File: src/sfr_pkg.sv
`timescale 1ns / 1ps
// Shared types and constants for the stream find-and-replace unit.
// No dependencies; imported by the controller, datapath and top level.
package sfr_pkg;

	localparam int MAX_PATTERN = 8;
	localparam int COUNT_BITS  = 16;
	localparam int BYTE_W      = 8;
	localparam int REG_W       = 64;
	localparam int LEN_W       = 4;
	localparam int CNT_W       = $clog2(MAX_PATTERN + 1);
	localparam int PTR_BITS    = (MAX_PATTERN > 1) ? $clog2(MAX_PATTERN) : 1;
	localparam int SHOWN_W     = 16;

	typedef struct packed {
		logic [REG_W-1:0] match_bytes;
		logic [CNT_W-1:0] match_len;
		logic [REG_W-1:0] replace_bytes;
		logic [CNT_W-1:0] replace_len;
		logic             clear_pending;
	} sfr_cfg_t;

	typedef struct packed {
		logic load;
		logic drop;
		logic match;
		logic put_empty;
		logic emit;
		logic finish;
	} sfr_cmd_t;

	typedef struct packed {
		logic pend_empty;
		logic prefix;
		logic full_match;
		logic last;
		logic out_empty;
		logic emit_final;
		logic out_free;
	} sfr_status_t;

	function automatic logic [CNT_W-1:0] clamp_len(input logic [LEN_W-1:0] v);
		if (v > LEN_W'(MAX_PATTERN)) begin
			return CNT_W'(MAX_PATTERN);
		end
		return CNT_W'(v);
	endfunction

endpackage

File: src/sfr_ctrl.sv
`timescale 1ns / 1ps
// Sequencing state machine for the stream find-and-replace unit.
// Depends on sfr_pkg; drives datapath commands from its status.
module sfr_ctrl
	import sfr_pkg::*;
(
	input  logic        clk,
	input  logic        arst_n,
	input  logic        s_tvalid,
	output logic        s_tready,
	input  sfr_status_t status,
	output sfr_cmd_t    cmd
);

	localparam logic [1:0] ST_IDLE  = 2'd0;
	localparam logic [1:0] ST_SCAN  = 2'd1;
	localparam logic [1:0] ST_FLUSH = 2'd2;
	localparam logic [1:0] ST_EMIT  = 2'd3;

	logic [1:0] state_q;
	logic [1:0] state_d;

	assign s_tready = (state_q == ST_IDLE);

	always_comb begin
		state_d = state_q;
		cmd     = '0;
		unique case (state_q)
			ST_IDLE: begin
				if (s_tvalid) begin
					cmd.load = 1'b1;
					state_d  = ST_SCAN;
				end
			end
			ST_SCAN: begin
				if (status.pend_empty || status.prefix) begin
					cmd.match = status.full_match && !status.pend_empty;
					state_d   = status.last ? ST_FLUSH : ST_EMIT;
				end else begin
					cmd.drop = 1'b1;
				end
			end
			ST_FLUSH: begin
				if (!status.pend_empty) begin
					cmd.drop = 1'b1;
				end else begin
					cmd.put_empty = status.out_empty;
					state_d       = ST_EMIT;
				end
			end
			ST_EMIT: begin
				if (status.out_empty) begin
					cmd.finish = 1'b1;
					state_d    = ST_IDLE;
				end else if (status.out_free) begin
					cmd.emit = 1'b1;
					if (status.emit_final) begin
						cmd.finish = 1'b1;
						state_d    = ST_IDLE;
					end
				end
			end
			default: begin
				state_d = ST_IDLE;
			end
		endcase
	end

	always_ff @(posedge clk or negedge arst_n) begin
		if (!arst_n) begin
			state_q <= ST_IDLE;
		end else begin
			state_q <= state_d;
		end
	end

endmodule

File: src/sfr_datapath.sv
`timescale 1ns / 1ps
// Pending buffer, prefix compare, result buffer and output register.
// Depends on sfr_pkg; commanded by sfr_ctrl.
module sfr_datapath
	import sfr_pkg::*;
(
	input  logic              clk,
	input  logic              arst_n,
	input  sfr_cfg_t          cfg,
	input  logic [BYTE_W-1:0] in_byte,
	input  logic              in_last,
	input  sfr_cmd_t          cmd,
	output sfr_status_t       status,
	output logic              m_tvalid,
	input  logic              m_tready,
	output logic [23:0]       m_tdata,
	output logic              m_tlast,
	output logic              m_tuser
);

	logic [BYTE_W-1:0]     pend_q [MAX_PATTERN];
	logic [CNT_W-1:0]      pend_cnt_q;
	logic [COUNT_BITS-1:0] total_q;
	logic [BYTE_W-1:0]     obuf_byte_q [MAX_PATTERN];
	logic                  obuf_vld_q [MAX_PATTERN];
	logic [CNT_W-1:0]      out_n_q;
	logic [CNT_W-1:0]      emit_idx_q;
	logic                  last_q;
	logic                  m_tvalid_q;
	logic [BYTE_W-1:0]     m_byte_q;
	logic                  m_user_q;
	logic                  m_last_q;
	logic [SHOWN_W-1:0]    m_count_q;
	logic                  prefix;
	logic                  emit_final;

	always_comb begin
		prefix = (pend_cnt_q <= cfg.match_len);
		for (int i = 0; i < MAX_PATTERN; i++) begin
			if ((CNT_W'(i) < pend_cnt_q) &&
			    (pend_q[i] != cfg.match_bytes[BYTE_W*i +: BYTE_W])) begin
				prefix = 1'b0;
			end
		end
	end

	assign emit_final = (CNT_W'(emit_idx_q + 1'b1) == out_n_q);

	assign status.pend_empty = (pend_cnt_q == '0);
	assign status.prefix     = prefix;
	assign status.full_match = prefix && (pend_cnt_q == cfg.match_len);
	assign status.last       = last_q;
	assign status.out_empty  = (out_n_q == '0);
	assign status.emit_final = emit_final;
	assign status.out_free   = !m_tvalid_q || m_tready;

	// pending buffer
	always_ff @(posedge clk) begin
		if (cmd.load) begin
			pend_q[pend_cnt_q[PTR_BITS-1:0]] <= in_byte;
		end else if (cmd.drop) begin
			for (int i = 0; i < MAX_PATTERN - 1; i++) begin
				pend_q[i] <= pend_q[i+1];
			end
		end
	end

	always_ff @(posedge clk or negedge arst_n) begin
		if (!arst_n) begin
			pend_cnt_q <= '0;
			last_q     <= 1'b0;
		end else begin
			if (cfg.clear_pending) begin
				pend_cnt_q <= '0;
			end else if (cmd.load) begin
				pend_cnt_q <= CNT_W'(pend_cnt_q + 1'b1);
			end else if (cmd.drop) begin
				pend_cnt_q <= CNT_W'(pend_cnt_q - 1'b1);
			end else if (cmd.match || (cmd.finish && last_q)) begin
				pend_cnt_q <= '0;
			end
			if (cmd.load) begin
				last_q <= in_last;
			end
		end
	end

	// replacement count
	always_ff @(posedge clk or negedge arst_n) begin
		if (!arst_n) begin
			total_q <= '0;
		end else if (cmd.match) begin
			if (total_q != '1) begin
				total_q <= COUNT_BITS'(total_q + 1'b1);
			end
		end else if (cmd.finish && last_q) begin
			total_q <= '0;
		end
	end

	// result buffer
	always_ff @(posedge clk) begin
		if (cmd.drop && (out_n_q < CNT_W'(MAX_PATTERN))) begin
			obuf_byte_q[out_n_q[PTR_BITS-1:0]] <= pend_q[0];
			obuf_vld_q[out_n_q[PTR_BITS-1:0]]  <= 1'b1;
		end else if (cmd.match) begin
			for (int i = 0; i < MAX_PATTERN; i++) begin
				obuf_byte_q[i] <= cfg.replace_bytes[BYTE_W*i +: BYTE_W];
				obuf_vld_q[i]  <= 1'b1;
			end
		end else if (cmd.put_empty) begin
			obuf_byte_q[0] <= '0;
			obuf_vld_q[0]  <= 1'b0;
		end
	end

	always_ff @(posedge clk or negedge arst_n) begin
		if (!arst_n) begin
			out_n_q    <= '0;
			emit_idx_q <= '0;
		end else begin
			if (cmd.load) begin
				out_n_q <= '0;
			end else if (cmd.drop && (out_n_q < CNT_W'(MAX_PATTERN))) begin
				out_n_q <= CNT_W'(out_n_q + 1'b1);
			end else if (cmd.match) begin
				out_n_q <= cfg.replace_len;
			end else if (cmd.put_empty) begin
				out_n_q <= CNT_W'(1);
			end
			if (cmd.load) begin
				emit_idx_q <= '0;
			end else if (cmd.emit) begin
				emit_idx_q <= CNT_W'(emit_idx_q + 1'b1);
			end
		end
	end

	// output register
	always_ff @(posedge clk or negedge arst_n) begin
		if (!arst_n) begin
			m_tvalid_q <= 1'b0;
		end else if (cmd.emit) begin
			m_tvalid_q <= 1'b1;
		end else if (m_tready) begin
			m_tvalid_q <= 1'b0;
		end
	end

	always_ff @(posedge clk) begin
		if (cmd.emit) begin
			m_byte_q  <= obuf_byte_q[emit_idx_q[PTR_BITS-1:0]];
			m_user_q  <= obuf_vld_q[emit_idx_q[PTR_BITS-1:0]];
			m_last_q  <= emit_final;
			m_count_q <= SHOWN_W'(total_q);
		end
	end

	assign m_tvalid = m_tvalid_q;
	assign m_tdata  = {m_count_q, m_byte_q};
	assign m_tlast  = m_last_q;
	assign m_tuser  = m_user_q;

endmodule

File: src/stream_find_replace_unit.sv
`timescale 1ns / 1ps
// Stream find-and-replace unit: configuration registers, controller, datapath.
// Depends on sfr_pkg, sfr_ctrl and sfr_datapath.
// Sequence: the word is accepted in idle, scan drops pending bytes until the rest is a prefix,
// flush drops the remaining pending bytes on the last word, then the result words are emitted.
// Throughput: a new word is accepted only once the previous word's results are all emitted.
// Reset: arst_n clears registers, pending count and output valid asynchronously.
module stream_find_replace_unit
	import sfr_pkg::*;
(
	input  logic        clk,
	input  logic        arst_n,
	input  logic        psel,
	input  logic        penable,
	input  logic        pwrite,
	input  logic [4:0]  paddr,
	input  logic [63:0] pwdata,
	output logic [63:0] prdata,
	output logic        pready,
	input  logic        s_tvalid,
	output logic        s_tready,
	input  logic [7:0]  s_tdata,  // text_byte
	input  logic        s_tlast,  // text_last
	output logic        m_tvalid,
	input  logic        m_tready,
	output logic [23:0] m_tdata,  // out_byte, replace_count
	output logic        m_tlast,  // run_last
	output logic        m_tuser   // byte_valid
);

	localparam logic [1:0] REG_MATCH_BYTES   = 2'd0;
	localparam logic [1:0] REG_MATCH_LEN     = 2'd1;
	localparam logic [1:0] REG_REPLACE_BYTES = 2'd2;
	localparam logic [1:0] REG_REPLACE_LEN   = 2'd3;

	logic [REG_W-1:0] match_bytes_q;
	logic [LEN_W-1:0] match_len_q;
	logic [REG_W-1:0] replace_bytes_q;
	logic [LEN_W-1:0] replace_len_q;
	logic             wr_en;
	logic [1:0]       reg_idx;
	sfr_cfg_t         cfg;
	sfr_cmd_t         cmd;
	sfr_status_t      status;

	assign pready  = 1'b1;
	assign reg_idx = paddr[4:3];
	assign wr_en   = psel && penable && pwrite && pready;

	always_ff @(posedge clk or negedge arst_n) begin
		if (!arst_n) begin
			match_bytes_q   <= '0;
			match_len_q     <= '0;
			replace_bytes_q <= '0;
			replace_len_q   <= '0;
		end else if (wr_en) begin
			unique case (reg_idx)
				REG_MATCH_BYTES:   match_bytes_q   <= pwdata;
				REG_MATCH_LEN:     match_len_q     <= pwdata[LEN_W-1:0];
				REG_REPLACE_BYTES: replace_bytes_q <= pwdata;
				REG_REPLACE_LEN:   replace_len_q   <= pwdata[LEN_W-1:0];
				default: ;
			endcase
		end
	end

	always_comb begin
		unique case (reg_idx)
			REG_MATCH_BYTES:   prdata = match_bytes_q;
			REG_MATCH_LEN:     prdata = 64'(match_len_q);
			REG_REPLACE_BYTES: prdata = replace_bytes_q;
			REG_REPLACE_LEN:   prdata = 64'(replace_len_q);
			default:           prdata = '0;
		endcase
	end

	assign cfg.match_bytes   = match_bytes_q;
	assign cfg.match_len     = clamp_len(match_len_q);
	assign cfg.replace_bytes = replace_bytes_q;
	assign cfg.replace_len   = clamp_len(replace_len_q);
	assign cfg.clear_pending = wr_en &&
	                           ((reg_idx == REG_MATCH_BYTES) || (reg_idx == REG_MATCH_LEN));

	sfr_ctrl u_ctrl (
		.clk      (clk),
		.arst_n   (arst_n),
		.s_tvalid (s_tvalid),
		.s_tready (s_tready),
		.status   (status),
		.cmd      (cmd)
	);

	sfr_datapath u_datapath (
		.clk      (clk),
		.arst_n   (arst_n),
		.cfg      (cfg),
		.in_byte  (s_tdata),
		.in_last  (s_tlast),
		.cmd      (cmd),
		.status   (status),
		.m_tvalid (m_tvalid),
		.m_tready (m_tready),
		.m_tdata  (m_tdata),
		.m_tlast  (m_tlast),
		.m_tuser  (m_tuser)
	);

endmodule
File: config.mk
export PLATFORM = sky130hd
export DESIGN_NAME = stream_find_replace_unit
export DESIGN_NICKNAME = d
export VERILOG_FILES = /design/src/sfr_pkg.sv /design/src/sfr_ctrl.sv /design/src/sfr_datapath.sv /design/src/stream_find_replace_unit.sv
export SDC_FILE = /design/constraint.sdc
export NUM_CORES = 1
export LEC_CHECK = 0
export BUFFER_PORTS_ARGS = -buffer_cell sky130_fd_sc_hd__buf_2
export CAP_MARGIN = 10
export CORE_UTILIZATION = 30
export CTS_BUF_LIST = sky130_fd_sc_hd__clkbuf_2
export CTS_CLUSTER_DIAMETER = 120
export CTS_CLUSTER_SIZE = 12
export DETAILED_ROUTE_END_ITERATION = 16
export PLACE_DENSITY = 0.49
export SLEW_MARGIN = 40
export SYNTH_ARGS = -nofsm -noshare
export SYNTH_HDL_FRONTEND = slang
export SYNTH_SLANG_ARGS = --single-unit
File: constraint.sdc
create_clock -name clk -period 4.6 [get_ports clk]
set_clock_uncertainty 0.2 [all_clocks]
set_input_delay 1.15 -clock clk [delete_from_list [all_inputs] [get_ports clk]]
set_output_delay 1.15 -clock clk [all_outputs]
set_load 0.05 [all_outputs]
==> results of run 1 <==
## power by group
| group | internal [mW] | leakage [nW] | switching [mW] | total [mW] |
|---|---|---|---|---|
| combinational | 1.67 | 3.81 | 2.44 | 4.10 |
| clock | 0.303 | 0.233 | 1.02 | 1.32 |
| sequential | 4.15 | 3.56 | 0.840 | 4.99 |
## how the worst min path moves through the flow
| stage | startpoint | end | slack (ps) | depth (start not counted) |
|---|---|---|---|---|
| final | pwdata[1] | match_bytes_q[1] | 140 | 2 |
| after global routing | pwdata[57] | replace_bytes_q[57] | 2 | 2 |
| after CTS | pwdata[16] | match_bytes_q[16] | 0.9 | 2 |
| after detailed placement | u_datapath.obuf_vld_q[1] | u_datapath.obuf_vld_q[1] | 220 | 1 |
| after global placement | u_datapath.obuf_vld_q[1] | u_datapath.obuf_vld_q[1] | 220 | 1 |
| after floorplan | u_datapath.obuf_vld_q[1] | u_datapath.obuf_vld_q[1] | 200 | 1 |
## critical path: stages
cell and delay, ps:
buf_4 500, buf_12 300, mux2i_1 340, nor2_1 80
buf_2 220
## cell families (layout without fill, tap and decap cells)
logic type / Yosys count / after routing / share of synthesized area
xor+xnor: 73 / 73 / 0.0412
other cells: 1 / 2 / 0.000236
buf+inv: 81 / 308 / 0.0254
fa+ha+maj: 15 / 15 / 0.0118
simple gates: 373 / 373 / 0.110
compound gates: 68 / 68 / 0.0309
mux: 296 / 296 / 0.220
flops: 330 / 330 / 0.561
## what timing repair did
action	4_1_cts	5_1_grt
hold buffers	33	1
gates resized for setup	0	0
hold endpoints to repair	100	1
## cells in the mapped netlist, drive strengths merged (2+ instances only)
| master | number |
|---|---|
| nand3b | 3 |
| o41ai | 3 |
| and3 | 5 |
| dfxtp | 16 |
| a21boi | 3 |
| dfrtp | 168 |
| o211ai | 2 |
| mux4 | 22 |
| nor4 | 10 |
| and2 | 3 |
| xnor2 | 45 |
| clkbuf | 40 |
| and4 | 2 |
| nand2 | 165 |
| mux2 | 203 |
| or3 | 3 |
| nor3 | 5 |
| a21o | 3 |
| o22ai | 2 |
| nand4 | 32 |
| o31a | 2 |
| or2 | 6 |
| a31oi | 4 |
| nor2b | 7 |
| o31ai | 4 |
| mux2i | 71 |
| xor2 | 27 |
| o21a | 4 |
| nand4b | 4 |
| inv | 15 |
| nor2 | 81 |
| a31o | 4 |
| a21oi | 9 |
| buf | 26 |
| o21ai | 18 |
| ha | 15 |
| nand2b | 12 |
| nand3 | 30 |
| a311o | 3 |
| edfxtp | 146 |
## placed cells by master (no fill, tap or decap), types with 34 or more instances in the layout
master         synthesis  final
dlygate4sd3_1          0     34
clkbuf_2               0     54
nand2_1              165    165
buf_2                 11    171
dfrtp_1              168    168
xnor2_1               45     45
nor2_1                81     80
mux2_2               189    189
edfxtp_1             146    146
mux2i_1               71     71
## routing by layer
metal	up-vias	track usage	part of all wire
met2	225	0.286	0.47
met5	-	0	0.00096
met3	66	0.0271	0.046
met1	5359	0.249	0.45
li1	4881	-	-
met4	8	0.0516	0.025
## cell type report
type                    instances  area, um2
repair buffers                237       1520
fillers                      5202      33600
well taps                     680        851
multi-input cells             826       6630
clock inverters                 2       12.5
inverters                      15       56.3
clock buffers                  54        270
flip-flops and latches        330       8910
diodes                          1       2.50
## per-stage QoR
step / cell area, um2 / total power, mW / setup slack [ps]
finish: 18200 / 10.4 / 609
global route: 18200 / 11.0 / 565
CTS: 18200 / 10.5 / 591
detailed placement: 17600 / 9.16 / 595
global placement: 17600 / 9.10 / 577
floorplan: 15900 / 7.76 / 490
## sequential cells by signal, summed over array words and instances (netlist names), 8 cells and up
name                    count
match_bytes_q              64
replace_bytes_q            64
u_datapath.m_byte_q         8
u_datapath.m_count_q       16
u_datapath.obuf_byte_q     64
u_datapath.obuf_vld_q       8
u_datapath.pend_q          64
u_datapath.total_q         16
==> qor.txt, run 1 <==
Worst Setup EP: prdata[63]
Initial antenna violation count: 5
Worst setup path start: paddr[4]
Synth area leader: edfxtp_1
Status: finished clean
FF-to-FF End: u_datapath.obuf_byte_q[5][0]
First-pass GRT wire length: 71000 um
Synth Register Bits: 330
Slew of the pin with the lowest slew margin: 815 ps
Min-Delay Path Class: primary input to register
Worst R2R Start: match_len_q[3]
Fin cells: 2145
Largest net degree at the start of global routing: 93
Seq/Total Area, Yosys: 0.561
Worst Path Max Fanout: 31
WL/cell: 22.4 um
Synth area leaders: edfxtp_1 (28%), dfrtp_1 (26%), mux2_2 (13%)
Final Critical Period: 3990 ps
WL final: 48100 um
Top-area cell type share of the netlist area: 0.276
I/O Buffers: 173
R2R setup slack: 900 ps
Post-Syn Instances: 1237
Via count: 10539
Die height: 232 um
Overall Global Routing Usage: 0.179
Mapped cell area: 0.0159 mm2
Num rows: 83
DP HPWL: 35700 um
CTS tree: yes
Top Ports: 178
Area growth syn-to-layout: 14.8%
Starting density of the core: 0.307
Worst Setup Path Type: primary input to output pin
Grt total ovfl: 0
GP Congestion: 0.854
Crit. End Element: output pin
Maxcap violations: 0
EDFF count, synth: 146
Vias/cell: 4.91
Dpl cells: 2054
Worst Hold Margin: 144 ps
Setup violators final: 0
Period utilization: 0.868
Share of cells above drive strength 1: 0.338
Chip width: 232 um
Clk_lat worst skew: 1090 ps
H-tree depth: 1
Antenna Violating Nets Remaining: 0
Num CTS Buffers: 31
Core Area: 0.0518 mm2
Most used flip-flop cell after synthesis: dfrtp_1
Max VDD drop: 0.000224 V
Fin util: 0.352
Critical path arrival: 2640 ps
Synth Area per Inst: 12.8 um2
Final hold vios: 0
RSZ-0062 raised after global routing: false
Postcts setup bufs: 0
YS warnings: 0
Static Leakage: 7.60 nW
Root buffer cell: clkbuf_2
First-pass DRT Iterations: 7
Clock buffer depth: 3
Synth async-reset ratio: 0.509
Worst Path Required: 3250 ps
Sink Count: 330
Slew HR: 0.453
CTS clk-pin slew, worst paths: 280 ps
Setup Total Neg Slack: 0 ps
Nets: 1541
PD cells: 571 mW/mm2
Reg2Reg Depth: 12
Syn Nets: 1337
Startpoint Class: primary input
Final Max Slew Viols: 0
Residual DRC: 0
Number of global-route vias before repair: 10620
Netlist cell types: 67
1st-iter DRT viols: 674
DIE AREA: 0.0539 mm2
Fmax: 251 MHz
(Power assumes the default switching activity.)
==> run 2: changes to the inputs <==
Settings changed: CORE_UTILIZATION 30 to 40, PLACE_DENSITY 0.49 to 0.61.
==> run 2 against run 1 <==
  * Combinational power is 1% lower
  * Wire length is 8.4% lower
  * Critical path depth stayed put
  * Count of clock-buffer cells in the layout is 3 higher
  * Hold slack improved by 37 ps
  * Clock power is essentially flat
  * Global-route usage is 4.0 points higher
  * First-iteration DRC count is 12% higher
  * Non-clock buffer count fell by 32
  * Final cell count is 8.8% lower
  * Core utilization increased by 10 points
==> qor.txt, run 2 (synthesized netlist as in run 1, its figures left out) <==
Area growth syn-to-layout: 11.6%
Number of global-route vias before repair: 10502 (-1.1%)
PD cells: 583 mW/mm2 (+2.1%)
Clk_lat worst skew: 990 ps (-100 ps)
Slew of the pin with the lowest slew margin: 755 ps (-60.1 ps)
Met1 wire length: 20200 um (-7.6%)
Commonest non-fill, non-tap cell in the layout: mux2_2
Top delay family on crit path: buffers and inverters
Fmax: 252 MHz (+0.48%)
Dpl cells: 1893 (-7.8%)
CTS tree: yes
Final Critical Period: 3970 ps (-19.0 ps)
Hold Crit Depth: 2 (unchanged)
DP Area: 0.0174 mm2 (-1.2%)
Residual DRC: 0 (unchanged)
Slew HR: 0.493 (+0.0404)
Seq pwr share: 0.481 (+0.002)
Final hold vios: 0 (unchanged)
Period utilization: 0.864 (-0.00413)
Largest net degree at the start of global routing: 87 (-6.5%)
DP HPWL: 32500 um (-9.1%)
Setup Total Neg Slack: 0 ps (unchanged)
First-pass DRT Iterations: 5 (-2)
Reg2Reg Depth: 12 (unchanged)
Die height: 201 um (-13%)
Worst-path cell chain: buf_4 -> buf_4 -> mux2i_1 -> nor2_1 -> buf_2
Top Ports: 178 (unchanged)
Sink Count: 330 (unchanged)
Nets: 1512 (-1.9%)
Part of the power in the clock network: 0.128 (about the same)
Startpoint Class: primary input
Net Sw Power: 4.23 mW (-1.6%)
Most frequent CP cell: buf_4
Num rows: 72 (-13%)
H-tree depth: 2 (+1)
Met2 wire length: 20200 um (-11%)
Critical path arrival: 2620 ps (-20 ps)
Chip width: 201 um (-13%)
Via count: 10568 (+0.28%)
Min-Delay Path Class: primary input to register
Grt total ovfl: 0 (unchanged)
Num CTS Buffers: 34 (+9.7%)
Static Leakage: 7.48 nW (-1.6%)
Initial antenna violation count: 2 (-3)
GP Congestion: 0.869 (+1.7%)
Antenna Violating Nets Remaining: 0 (unchanged)
Worst Path Required: 3250 ps (about the same)
Starting density of the core: 0.408 (+0.102)
Worst Path Max Fanout: 28 (-9.7%)
CTS clk-pin slew, worst paths: 240 ps (-40 ps)
Maxcap violations: 0 (unchanged)
Crit-path slowest cell: buf_4
Share of cells above drive strength 1: 0.349 (+0.0108)
Worst Setup Path Type: primary input to output pin
RSZ-0062 raised after global routing: false
Combinational Power Share: 0.391 (-0.003)
Vias/cell: 5.40 (+10%)
Core Area: 0.0389 mm2 (-25%)
Worst Hold Margin: 181 ps (+37.2 ps)
Switching Fraction: 0.409 (-0.00367)
Fin util: 0.456 (+0.104)
DIE AREA: 0.0405 mm2 (-25%)
CP Depth: 5 (unchanged)
Most frequent cells in the layout: mux2_2 (189), buf_2 (171), dfrtp_1 (168)
Finished layout cell area: 0.0177 mm2 (-2.8%)
First-pass GRT wire length: 66200 um (-6.8%)
WL final: 44100 um (-8.4%)
Root buffer cell: clkbuf_2
Worst path max stage delay: 440 ps (-60 ps)
Setup violators final: 0 (unchanged)
Clock buffer depth: 3 (unchanged)
WL/cell: 22.5 um (+0.48%)
1st-iter DRT viols: 756 (+12%)
Met3 WL: 2460 um (+9.9%)
Crit. End Element: output pin
# resized after CTS: 0 (unchanged)
Fin cells: 1956 (-8.8%)
Overall Global Routing Usage: 0.218 (+0.0397)
Max VDD drop: 0.000312 V (+40%)
CP Buf/Inv Count: 3 (unchanged)
I/O Buffers: 173 (unchanged)
Int Pwr: 6.11 mW (-0.13%)
Final Max Slew Viols: 0 (unchanged)
Status: finished clean
Top Metal Used: met5
==> run 2: per-stage QoR <==
step                      total power [mW]  setup WS, ps
after detailed placement              9.05           629
after global routing                  10.9           601
after floorplan                       7.76           490
after CTS                             10.4           618
after global placement                8.96           625
final                                 10.3           628
==> run 2: worst paths after layout <==
kind	from	end	slack, ps
max	paddr[4]	prdata[29]	630
min	pwdata[9]	match_bytes_q[9]	180
max reg2reg	match_len_q[3]	u_datapath.obuf_byte_q[4][6]	930
min reg2reg	u_datapath.obuf_vld_q[1]	u_datapath.obuf_vld_q[1]	270
max in group asynchronous	arst_n	match_bytes_q[19]	2700
min in group asynchronous	arst_n	match_bytes_q[43]	570
==> run 2: what timing repair did <==
| action | in CTS | in global routing |
|---|---|---|
| endpoints found under the hold margin | 80 | 0 |
| buffers inserted | 0 | 0 |
| hold buffers | 1 | 0 |
==> run 2: routing by layer <==
metal	global-route usage	up-vias
li1	-	4835
met1	0.313	5367
met2	0.335	301
met3	0.0376	63
met4	0.0752	2
met5	0	-
==> run 2: cell type report <==
class / instances / area (um2)
antenna: 2 / 5.00
timing repair buffer: 205 / 1170
inverter: 15 / 56.3
multi-input combinational: 826 / 6630
fill: 3678 / 21200
clock buffer: 57 / 285
tap: 518 / 648
clock inverter: 3 / 23.8
sequential: 330 / 8910
==> run 2: worst reg2reg max path, cell delays in order, from the launching register on <==
cell,delay (ps)
dfrtp_1,450
inv_1,100
nand2_1,60
ha_1,290
nor2b_1,130
o21a_1,130
nor3_1,50
o311a_1,410
a31oi_4,200
buf_4,250
nand2_1,230
nor2_1,370
a31o_2,410
==> run 2: power by group through the flow <==
stage / clock (mW) / sequential (mW) / combinational (mW)
2_1_floorplan: 0 / 4.83 / 2.93
3_3_place_gp: 0 / 5.01 / 3.96
3_5_place_dp: 0 / 5.02 / 4.03
4_1_cts: 1.38 / 4.95 / 4.05
5_1_grt: 1.47 / 5.06 / 4.38
6_report: 1.33 / 4.97 / 4.04
